--- config.mk ---
export PLATFORM = sky130hd
export DESIGN_NAME = npcs_ctrl
export DESIGN_NICKNAME = d
export VERILOG_FILES = /design/src/npcs_pkg.sv /design/src/npcs_ctrl.sv
export SDC_FILE = /design/constraint.sdc
export NUM_CORES = 1
export LEC_CHECK = 0
export ABC_CLOCK_PERIOD_IN_PS = 1500
export BUFFER_PORTS_ARGS = -buffer_cell sky130_fd_sc_hd__clkbuf_2
export CORE_AREA = 4 4 41 43
export CTS_BUF_LIST = sky130_fd_sc_hd__clkbuf_4
export DETAILED_ROUTE_END_ITERATION = 8
export DIE_AREA = 0 0 45 47
export GPL_TIMING_DRIVEN = 0
export PLACE_DENSITY = 0.4
export SYNTH_ARGS = -nofsm -noshare
export SYNTH_HDL_FRONTEND = slang
export SYNTH_SLANG_ARGS = --single-unit
--- constraint.sdc ---
create_clock -name clk -period 1.5 [get_ports clk]
set_clock_uncertainty 0.05 [all_clocks]
set_input_delay 0.3 -clock clk [delete_from_list [all_inputs] [get_ports clk]]
set_output_delay 0.3 -clock clk [all_outputs]
set_load 0.01 [all_outputs]
--- src/npcs_pkg.sv ---
// Shared types and constants for the nearest palette color search core.
// Used by npcs_ctrl, npcs_dp and nearest_palette_color_search_core; no dependencies.
`default_nettype none

package npcs_pkg;

    localparam int unsigned DEFAULT_ENTRIES = 256;

    // operation field codes
    localparam logic OP_LOAD  = 1'b0;
    localparam logic OP_QUERY = 1'b1;

    // RGB565 field layout
    localparam logic [15:0] RED_MASK    = 16'hF800;
    localparam logic [15:0] GREEN_MASK  = 16'h07E0;
    localparam logic [15:0] BLUE_MASK   = 16'h001F;
    localparam int unsigned RED_SHIFT   = 11;
    localparam int unsigned GREEN_SHIFT = 5;

    // sum of three 16-bit squares fits in 18 bits
    localparam int unsigned DIST_W = 18;

    typedef struct packed {
        logic load;   // write one palette entry from the input beat
        logic start;  // capture query color, reset scan address and best
        logic issue;  // read the entry at the scan address, advance
        logic emit;   // move the best index into the output register
    } npcs_cmd_t;

    typedef struct packed {
        logic addr_last;  // scan address points at the last entry
        logic busy;       // compare pipeline still holds entries
        logic out_free;   // output register can take a new beat
    } npcs_status_t;

endpackage

`default_nettype wire

--- src/npcs_ctrl.sv ---
// Controller state machine for the nearest palette color search core.
// Depends on npcs_pkg for command/status structs and operation codes.
`default_nettype none

module npcs_ctrl
(
    input  wire logic                  clk,
    input  wire logic                  rst_n,
    input  wire logic                  in_valid,
    output logic                       in_stall,
    input  wire logic                  operation,
    input  wire npcs_pkg::npcs_status_t status,
    output npcs_pkg::npcs_cmd_t         cmd
);

    import npcs_pkg::*;

    typedef enum logic [1:0] {
        ST_IDLE,
        ST_SCAN,
        ST_DRAIN
    } state_t;

    state_t state_reg;
    state_t state_next;

    always_comb
    begin
        cmd.load  = (state_reg == ST_IDLE) && in_valid && (operation == OP_LOAD);
        cmd.start = (state_reg == ST_IDLE) && in_valid && (operation == OP_QUERY);
        cmd.issue = (state_reg == ST_SCAN);
        cmd.emit  = (state_reg == ST_DRAIN) && !status.busy && status.out_free;
        in_stall  = (state_reg != ST_IDLE);
    end

    always_comb
    begin
        state_next = state_reg;
        unique case (state_reg)
            ST_IDLE:
            begin
                if (cmd.start)
                begin
                    state_next = ST_SCAN;
                end
            end
            ST_SCAN:
            begin
                if (status.addr_last)
                begin
                    state_next = ST_DRAIN;
                end
            end
            ST_DRAIN:
            begin
                // hold until the last compare lands and the output slot frees
                if (cmd.emit)
                begin
                    state_next = ST_IDLE;
                end
            end
            default:
            begin
                state_next = ST_IDLE;
            end
        endcase
    end

    always_ff @(posedge clk or negedge rst_n)
    begin
        if (!rst_n)
        begin
            state_reg <= ST_IDLE;
        end
        else
        begin
            state_reg <= state_next;
        end
    end

endmodule

`default_nettype wire

==> impl_metrics.env <==
export IMPL_path_max_fanout=4
export IMPL_layout_drive_gt1_share_pct=64.3
export IMPL_synth_edf_count=0
export IMPL_post_cts_setup_buffers=0
export IMPL_cts_tree="done"
export IMPL_synth_seq_cells=2
export IMPL_htreeDepth=1
export IMPL_wl_per_cell_um=9.30
export IMPL_setup_violations=1
export IMPL_cts_buffers_inserted=3
export IMPL_place_hpwl_um=345
export IMPL_wl_um=400
export IMPL_critPathRequiredTime_ns=1.15
export IMPL_vias=138
export IMPL_synthTopCellsByArea="dfrtp_1, nor3b_2, a22o_1"
export IMPL_cts_sinks=2
export IMPL_period_share_pct=101
export IMPL_path_class="flip-flop to output port"
export IMPL_synthArstFlopShare_pct=100
export IMPL_fillerInstances=155
export IMPL_cp_end_kind="output port"
export IMPL_yosysWarnings=0
export IMPL_leakage_nw=0.131
export IMPL_synth_most_common_cell="dfrtp_1"
export IMPL_fmax_mhz=663
export IMPL_cts_root_buf="clkbuf_4"
export IMPL_floorplan_initialDensity_pct=9.90
export IMPL_finalCriticalPeriod_ns=1.51
export IMPL_powerDensity_mw_per_mm2=1630
export IMPL_grt_pass1_wl_um=655
export IMPL_syn_area_um2=129
export IMPL_largest_register_ffs=2
export IMPL_max_vdd_ir_drop_v=0.000385
export IMPL_status="finished, violations left"
export IMPL_violations="negative setup slack"
export IMPL_drv_cap=0
export IMPL_grt_antenna_before_repair=0
export IMPL_drv_slew=0
export IMPL_setup_tns_ns=-0.00895
export IMPL_regArea_um2=50.0
export IMPL_yosys_area_top_type_share_pct=38.8
export IMPL_drtAntennaViolNets=0
export IMPL_io_buffers=11
export IMPL_first_pass_iters=4
export IMPL_nNetsFinal=37
export IMPL_arrival_ns=1.16
export IMPL_hold_path_class="input port to flip-flop"
export IMPL_grt_total_usage_pct=5.21
export IMPL_avgSynthCellArea_um2=9.91
export IMPL_setup_slack_ns=-0.00895
export IMPL_finalHoldViolations=0
export IMPL_worstSkewPairLatency_ns=0.22
export IMPL_pre_cts_slack_ns=0.196
export IMPL_drt_iter0_markers=3
export IMPL_rsz0062_at_grt="yes"
export IMPL_yosysSeqAreaShare_pct=38.8
export IMPL_die_y_um=47
export IMPL_synth_ff_type="dfrtp_1"
export IMPL_power_total_mw=0.388
export IMPL_grt_remaining_overflow=0
export IMPL_design_core_area_mm2=0.00130
export IMPL_num_antenna_cells=0
export IMPL_critPathLaunchType="flip-flop"
export IMPL_ios=12
export IMPL_tightest_slew_ns=0.113
export IMPL_utilization_pct=18.3
export IMPL_rows=13
export IMPL_slew_headroom_pct=92.4
export IMPL_fp_dieW_um=45
export IMPL_yosysUniqueCellTypes=12
export IMPL_grt_pass1_vias=140
export IMPL_gp_congestion=0.665
export IMPL_synthCells=13
export IMPL_vias_per_cell=3.21
export IMPL_die_area_mm2=0.00212
export IMPL_multiInputGateArea_um2=77.6
export IMPL_drcViolationCount=0
export IMPL_syn_num_nets=20
export IMPL_grt_max_degree=5
export IMPL_clk_pin_slew_worst_paths_ns=0.03
export IMPL_synthToLayoutAreaGrowth_pct=84.5
export IMPL_clk_path_buf_depth=2
export IMPL_yosys_area_top_type="dfrtp_1"
## per-layer routing
layer	share of wire, %	vias up	global-route usage, %	routed length, um
met2	32	10	4.52	126
met5	0	-	0	0
met4	0	0	7.02	0
li1	-	75	-	-
met3	19	0	4.21	75
met1	50	53	6.14	198
## placed cells by master (no fill, tap or decap), types with 2 or more instances in the layout
master / netlist / routed
buf_2: 0 / 3
dfrtp_1: 2 / 2
clkbuf_2: 0 / 8
clkbuf_4: 0 / 3
## area by class of cell
type	instances	share of cell area [%]
tap	15	7.89
sequential	2	21.1
inverter	1	1.58
multi-input combinational	10	32.6
timing repair buffer	12	27.4
clock buffer	3	9.47
## logic make-up (layout without fill, tap and decap cells)
group / Yosys count / in the layout / share of synthesized area [%]
flip-flops: 2 / 2 / 38.8
AO/OA/AOI/OAI: 2 / 2 / 13.6
buffers and inverters: 1 / 16 / 2.91
AND/OR/NAND/NOR: 8 / 8 / 44.7
## metrics by stage
stage,std cells,instance area (um^2),hold WS [ns]
2_1_floorplan,13,129,-0.0456
3_3_place_gp,39,203,0.0435
3_5_place_dp,39,203,0.0384
4_1_cts,43,235,0.256
5_1_grt,43,238,0.284
6_report,43,238,0.262
## repair_timing
item                                    in CTS  in global routing
endpoints found under the setup margin       1                  3
hold buffers                                 1                  0
gates resized for setup                      0                  4
hold endpoints to repair                     2                  0
## worst paths after layout
check                      depth (start not counted)    startpoint           end  slack [ns]
hold reg to reg                                    2  state_reg[1]  state_reg[0]        0.52
hold / removal                                     2     status[2]  state_reg[1]        0.26
max in group asynchronous                          2         rst_n  state_reg[1]        0.95
setup / recovery                                   3  state_reg[1]        cmd[3]      -0.009
min in group asynchronous                          2         rst_n  state_reg[0]        0.35
setup reg to reg                                   2  state_reg[0]  state_reg[1]        0.57
## report_power, final
group          total [mW]  leakage [nW]  switching [mW]  internal (mW)
registers          0.0882        0.0261          0.0122         0.0761
logic               0.181        0.0913          0.0842         0.0971
clock network       0.119        0.0138          0.0306         0.0883
total               0.388         0.131           0.127          0.261
## critical path: stages (launching register included)
cell     delay [ns]
dfrtp_1        0.37
or2_4          0.27
nor3b_2        0.15
buf_2          0.15
Power figures use the tool's default switching activity.
