--- src/npcs_pkg.sv ---
// Shared types and constants for the nearest palette color search core.
// Used by npcs_ctrl, npcs_dp and nearest_palette_color_search_core; no dependencies.
`default_nettype none

package npcs_pkg;

    localparam int unsigned DEFAULT_ENTRIES = 256;

    // operation field codes
    localparam logic OP_LOAD  = 1'b0;
    localparam logic OP_QUERY = 1'b1;

    // RGB565 field layout
    localparam logic [15:0] RED_MASK    = 16'hF800;
    localparam logic [15:0] GREEN_MASK  = 16'h07E0;
    localparam logic [15:0] BLUE_MASK   = 16'h001F;
    localparam int unsigned RED_SHIFT   = 11;
    localparam int unsigned GREEN_SHIFT = 5;

    // sum of three 16-bit squares fits in 18 bits
    localparam int unsigned DIST_W = 18;

    typedef struct packed {
        logic load;   // write one palette entry from the input beat
        logic start;  // capture query color, reset scan address and best
        logic issue;  // read the entry at the scan address, advance
        logic emit;   // move the best index into the output register
    } npcs_cmd_t;

    typedef struct packed {
        logic addr_last;  // scan address points at the last entry
        logic busy;       // compare pipeline still holds entries
        logic out_free;   // output register can take a new beat
    } npcs_status_t;

endpackage

`default_nettype wire

--- src/npcs_dp.sv ---
// Datapath for the nearest palette color search core: palette memory,
// scan address, squared-distance pipeline, running minimum and output register.
// Depends on npcs_pkg.
`default_nettype none

module npcs_dp
#(
    parameter int unsigned PALETTE_ENTRIES = npcs_pkg::DEFAULT_ENTRIES
)
(
    input  wire logic                  clk,
    input  wire logic                  rst_n,
    input  wire npcs_pkg::npcs_cmd_t    cmd,
    output npcs_pkg::npcs_status_t      status,
    input  wire logic [7:0]            entry_index,
    input  wire logic [7:0]            red,
    input  wire logic [7:0]            green,
    input  wire logic [7:0]            blue,
    output logic                       out_valid,
    input  wire logic                  out_stall,
    output logic [7:0]                 best_index
);

    import npcs_pkg::*;

    localparam int unsigned AW = $clog2(PALETTE_ENTRIES);

    function automatic logic [15:0] sq_abs_diff(input logic [7:0] a, input logic [7:0] b);
        logic [7:0] d;
        d = (a >= b) ? (a - b) : (b - a);
        return 16'(d) * 16'(d);
    endfunction

    // palette storage; entries never written read as zero through live_reg
    logic [15:0]                mem [PALETTE_ENTRIES];
    logic [PALETTE_ENTRIES-1:0] live_reg;

    logic            load_hit;
    logic [AW-1:0]   waddr;
    logic [15:0]     wdata;

    logic [AW-1:0]   addr_reg;
    logic [7:0]      qr_reg;
    logic [7:0]      qg_reg;
    logic [7:0]      qb_reg;

    // stage 1: memory read
    logic            s1_valid_reg;
    logic [AW-1:0]   s1_idx_reg;
    logic [15:0]     rd_word_reg;
    logic            rd_live_reg;
    logic [15:0]     entry_word;
    logic [7:0]      ent_r;
    logic [7:0]      ent_g;
    logic [7:0]      ent_b;

    // stage 2: squared differences
    logic            s2_valid_reg;
    logic [AW-1:0]   s2_idx_reg;
    logic [15:0]     sq_r_reg;
    logic [15:0]     sq_g_reg;
    logic [15:0]     sq_b_reg;

    // stage 3: running minimum
    logic [DIST_W-1:0] dist_sum;
    logic              take_new;
    logic              have_reg;
    logic [DIST_W-1:0] best_dist_reg;
    logic [AW-1:0]     best_idx_reg;

    logic              out_valid_reg;
    logic [7:0]        out_index_reg;

    assign load_hit = cmd.load && ({1'b0, entry_index} < 9'(PALETTE_ENTRIES));
    assign waddr    = entry_index[AW-1:0];
    assign wdata    = {red[7:3], green[7:2], blue[7:3]};

    always_ff @(posedge clk)
    begin
        if (load_hit)
        begin
            mem[waddr] <= wdata;
        end
        if (cmd.issue)
        begin
            rd_word_reg <= mem[addr_reg];
            rd_live_reg <= live_reg[addr_reg];
        end
    end

    always_ff @(posedge clk or negedge rst_n)
    begin
        if (!rst_n)
        begin
            live_reg <= '0;
        end
        else if (load_hit)
        begin
            live_reg[waddr] <= 1'b1;
        end
    end

    assign entry_word = rd_live_reg ? rd_word_reg : 16'h0000;
    assign ent_r = 8'((entry_word & RED_MASK) >> RED_SHIFT);
    assign ent_g = 8'((entry_word & GREEN_MASK) >> GREEN_SHIFT);
    assign ent_b = 8'(entry_word & BLUE_MASK);

    assign dist_sum = DIST_W'(sq_r_reg) + DIST_W'(sq_g_reg) + DIST_W'(sq_b_reg);
    // strict less-than keeps the lowest index on ties
    assign take_new = s2_valid_reg && (!have_reg || (dist_sum < best_dist_reg));

    // payload registers
    always_ff @(posedge clk)
    begin
        if (cmd.start)
        begin
            qr_reg <= red;
            qg_reg <= green;
            qb_reg <= blue;
        end
        s1_idx_reg <= addr_reg;
        s2_idx_reg <= s1_idx_reg;
        sq_r_reg   <= sq_abs_diff(qr_reg, ent_r);
        sq_g_reg   <= sq_abs_diff(qg_reg, ent_g);
        sq_b_reg   <= sq_abs_diff(qb_reg, ent_b);
        if (take_new)
        begin
            best_dist_reg <= dist_sum;
            best_idx_reg  <= s2_idx_reg;
        end
        if (cmd.emit)
        begin
            out_index_reg <= 8'(best_idx_reg);
        end
    end

    // control registers
    always_ff @(posedge clk or negedge rst_n)
    begin
        if (!rst_n)
        begin
            addr_reg      <= '0;
            s1_valid_reg  <= 1'b0;
            s2_valid_reg  <= 1'b0;
            have_reg      <= 1'b0;
            out_valid_reg <= 1'b0;
        end
        else
        begin
            if (cmd.start)
            begin
                addr_reg <= '0;
            end
            else if (cmd.issue)
            begin
                addr_reg <= addr_reg + 1'b1;
            end
            s1_valid_reg <= cmd.issue;
            s2_valid_reg <= s1_valid_reg;
            if (cmd.start)
            begin
                have_reg <= 1'b0;
            end
            else if (take_new)
            begin
                have_reg <= 1'b1;
            end
            if (cmd.emit)
            begin
                out_valid_reg <= 1'b1;
            end
            else if (!out_stall)
            begin
                out_valid_reg <= 1'b0;
            end
        end
    end

    always_comb
    begin
        status.addr_last = (addr_reg == AW'(PALETTE_ENTRIES - 1));
        status.busy      = s1_valid_reg | s2_valid_reg;
        status.out_free  = !out_valid_reg || !out_stall;
    end

    assign out_valid  = out_valid_reg;
    assign best_index = out_index_reg;

`ifndef SYNTH
    a_emit_after_drain: assert property (@(posedge clk) disable iff (!rst_n)
        cmd.emit |-> !s1_valid_reg && !s2_valid_reg)
        else $error("result emitted while compare pipeline still busy");

    a_no_load_during_scan: assert property (@(posedge clk) disable iff (!rst_n)
        cmd.issue |-> !cmd.load && !cmd.start)
        else $error("load or new query during palette scan");

    a_start_clears_addr: assert property (@(posedge clk) disable iff (!rst_n)
        cmd.start |=> (addr_reg == '0) && !have_reg)
        else $error("scan did not restart at entry zero");

    a_stage_order: assert property (@(posedge clk) disable iff (!rst_n)
        s2_valid_reg |-> $past(s1_valid_reg))
        else $error("compare stage valid without a read the cycle before");
`endif

endmodule

`default_nettype wire

--- config.mk ---
export PLATFORM = sky130hd
export DESIGN_NAME = npcs_dp
export DESIGN_NICKNAME = d
export VERILOG_FILES = /design/src/npcs_pkg.sv /design/src/npcs_dp.sv
export SDC_FILE = /design/constraint.sdc
export NUM_CORES = 2
export LEC_CHECK = 0
export ABC_CLOCK_PERIOD_IN_PS = 8800
export BUFFER_PORTS_ARGS = -buffer_cell sky130_fd_sc_hd__buf_2
export CORE_ASPECT_RATIO = 1.5
export CORE_MARGIN = 2
export CORE_UTILIZATION = 40
export CTS_BUF_LIST = sky130_fd_sc_hd__clkbuf_8
export CTS_CLUSTER_DIAMETER = 150
export DETAILED_ROUTE_END_ITERATION = 12
export SLEW_MARGIN = 20
export SYNTH_ARGS = -nofsm -noshare
export SYNTH_HDL_FRONTEND = slang
export SYNTH_SLANG_ARGS = --single-unit
--- constraint.sdc ---
create_clock -name clk -period 8.8 [get_ports clk]
set_clock_uncertainty 0.15 [all_clocks]
set_input_delay 0.44 -clock clk [delete_from_list [all_inputs] [get_ports clk]]
set_output_delay 0.44 -clock clk [all_outputs]
set_load 0.01 [all_outputs]
==> results.tsv <==
metric	value	unit
H-tree lvl count	6	
minimum clock period	7340	ps
Bufs on Longest Clock Path	4	
Reg-to-Reg Start	rd_live_reg$_DFFE_PP_	
min-delay worst type	input pin to flop	
clock latency reported for the late side of the worst-skew pair	1150	ps
WP data arrival	8180	ps
GR Util All Layers	22.5	%
dpl cell area	0.188	mm^2
Synth Area in Adders	2.20	%
most area-hungry cell type in the Yosys netlist	edfxtp_1	
Inserted Clock Buffers	632	
Hold Fails Final Rpt	0	
synthesized area per cell	20.2	um^2
Setup CP Type	flop to flop	
Worst EP required	9640	ps
Gates resized, CTS repair	0	
clock share of power	32.4	%
Sequential Power Share	50.1	%
Peak VDD IR	0.242	mV
most common cell after layout, fill and taps aside	edfxtp_1	
post-synthesis mux area share	14.1	%
Yosys cell types	90	
first-pass GRT wire length	722000	um
reg2reg setup slack	1460	ps
Synth Area in XOR/XNOR	0.389	%
final setup fails	0	
fin util	45.1	%
Seq/Total Area, Yosys	74.5	%
Row Count	300	
initial antenna violation count	41	
DIE HEIGHT	823	um
Psw	13.0	mW
Placeable Area	0.445	mm^2
clk sink count	4500	
total iterations of the first detailed-routing run	5	
Synth Flop Type	edfxtp_1	
Max Clock Freq	0.136	GHz
#FFs+latches synth	4500	
port buffer count	50	
number of flops mapped to enable cells by yosys	4171	
main combinational cell family by area after synthesis	multiplexers	
# DRC	0	
fin. max-slew vios	0	
Comb pwr share	17.5	%
Layout area overhead	12.2	%
worst hold endpoint	mem[176][1]$_DFFE_PP_	
Ports	51	
Cells after Synth	8854	
Worst-Margin Slew	1300	ps
period utilisation layout	83.4	%
grt total ovfl	0	
DPL Wire Length	311000	um
Post-synth ARST share	5.96	%
largest net degree at the start of global routing	154	
sw frac	26.9	%
vias in the first global route	95200	
maxcap violations	0	
clk slew on worst S/H paths	60	ps
post-CTS setup buffer count	0	
DR WL/cell	32.3	um
Worst Path Max Fanout	10	
post-synthesis compound-gate area fraction	3.97	%
area share of the largest cell type after synthesis	70.0	%
hold_sp	entry_index[0]	
worst relative slew slack	13.6	%
fraction of layout cells with a size suffix above 1	27.5	%
Routed Wire Length	515000	um
Vias	92600	
hold_buf cts	54	
Post-Syn Area	0.179	mm^2
largest cells by area after synthesis	edfxtp_1, mux4_2, dfrtp_1	
Iter 0 DRT Violations	10700	
CTS tree	yes	
WHS Path Cells	5	
most frequent cells in the layout	edfxtp_1, mux4_2, clkbuf_8	
RR Endpoint	sq_b_reg[15]$_DFF_P_	
cell count of the worst reg-to-reg path	26	
Final #Nets	9830	
setup ws final	1460	ps
Die X	550	um
Die Area	0.453	mm^2
RSZ-0062 raised after global routing	false	
Post-Synth Simple-Gate Area	2.89	%
P_int	35.2	mW
GP Congestion	0.858	
post-route cell area	0.201	mm^2
Critical Path Source Type	flop	
max FFs per register	4096	
crit end category	flop	
status	complete, no violations	
Pleak	66.1	nW
initial core utilization	40.2	%
total power	48.1	mW
P per Cell Area	240	mW/mm^2
setup TNS	0	ps
Final ANT Viol Nets	0	
Warnings, synthesis	0	
pre-CTS WS	1350	ps
vias per inst	5.81	
clock root cell	clkbuf_8	
[layout make-up]
| type | count | area, um^2 |
|---|---|---|
| Timing Repair Buffer | 521 | 4460 |
| Fill cell | 37800 | 244000 |
| Sequential cell | 4500 | 133000 |
| Inverter | 212 | 803 |
| Antenna cell | 12 | 30.0 |
| Clock buffer | 692 | 9520 |
| Tap cell | 5889 | 7370 |
| Clock inverter | 453 | 2340 |
| Multi-Input combinational cell | 3667 | 43000 |
[metal layers]
layer	GRT usage [%]	up-vias	part of all wire [%]
met5	0	-	0.027
met4	11.5	20	5.7
met3	3.83	1014	7.7
met2	38.7	4250	51
met1	27.1	49700	36
li1	-	37600	-
[worst max-delay path by stage]
stage / start / to / slack (ps) / cells past startpoint
2_1_floorplan: rd_live_reg$_DFFE_PP_ / sq_b_reg[15]$_DFF_P_ / 2060 / 29
3_3_place_gp: rd_live_reg$_DFFE_PP_ / sq_b_reg[15]$_DFF_P_ / 1240 / 26
3_5_place_dp: rd_live_reg$_DFFE_PP_ / sq_b_reg[15]$_DFF_P_ / 1350 / 26
4_1_cts: rd_live_reg$_DFFE_PP_ / sq_b_reg[15]$_DFF_P_ / 1340 / 26
5_1_grt: rd_live_reg$_DFFE_PP_ / sq_b_reg[15]$_DFF_P_ / 960 / 24
6_report: rd_live_reg$_DFFE_PP_ / sq_b_reg[15]$_DFF_P_ / 1460 / 26
[through the flow]
stage / instances / hold slack (ps)
2_1_floorplan: 8855 / -5.59
3_3_place_gp: 14700 / 163
3_5_place_dp: 14700 / 162
4_1_cts: 15900 / 7.31
5_1_grt: 15900 / 156
6_report: 15900 / 134
[critical path: stages (launching register included)]
cell and delay, ps:
edfxtp_1 470, buf_4 230, nand2_1 90, inv_1 40, ha_1 490, nand4_1 210
a31o_2 340, nand2_1 140, mux2_2 370, a21oi_2 230, xnor2_2 190, or2_1 290
fa_1 540, inv_1 60, fa_1 530, inv_1 50, fa_1 450, fa_1 490
inv_1 40, ha_1 340, nand3_1 100, o2111ai_1 180, a21oi_1 300, o21ai_0 180
a21o_1 210, a21oi_1 170, xnor3_1 310
[power by group through the flow]
| stage | combinational, mW | clock (mW) | sequential (mW) |
|---|---|---|---|
| 3_3_place_gp | 8.22 | 0 | 24.5 |
| 4_1_cts | 8.51 | 15.9 | 24.1 |
| 3_5_place_dp | 8.43 | 0 | 24.6 |
| 6_report | 8.40 | 15.6 | 24.1 |
| 5_1_grt | 9.39 | 16.7 | 24.1 |
| 2_1_floorplan | 6.08 | 0 | 24.4 |
[kinds of logic after synthesis]
group | after synthesis
muxes | 1292
buffers and inverters | 688
DFF | 4500
xor gates and xnor gates | 77
AOI/OAI and AO/OA | 979
other | 2
adders and majority gates | 257
and+or+nand+nor | 1059
[synthesized netlist by cell type, types with 24 or more instances]
| cell | n |
|---|---|
| xnor2_1 | 51 |
| mux2i_1 | 299 |
| buf_4 | 43 |
| a221oi_1 | 161 |
| inv_1 | 209 |
| a22o_1 | 75 |
| dfrtp_1 | 268 |
| dfxtp_1 | 61 |
| mux4_2 | 984 |
| nor2_1 | 427 |
| a22oi_1 | 160 |
| a211oi_1 | 32 |
| nor2b_1 | 31 |
| buf_2 | 91 |
| o21ai_0 | 62 |
| o21a_1 | 43 |
| buf_1 | 30 |
| xor2_1 | 24 |
| ha_1 | 162 |
| nand2_1 | 127 |
| buf_6 | 73 |
| or2_2 | 266 |
| o21ai_1 | 30 |
| edfxtp_1 | 4171 |
| o22ai_1 | 78 |
| clkbuf_1 | 228 |
| o221ai_1 | 28 |
| nor3_1 | 43 |
| a21oi_1 | 159 |
| fa_1 | 95 |
| nand3_1 | 60 |
(Power assumes the default switching activity.)
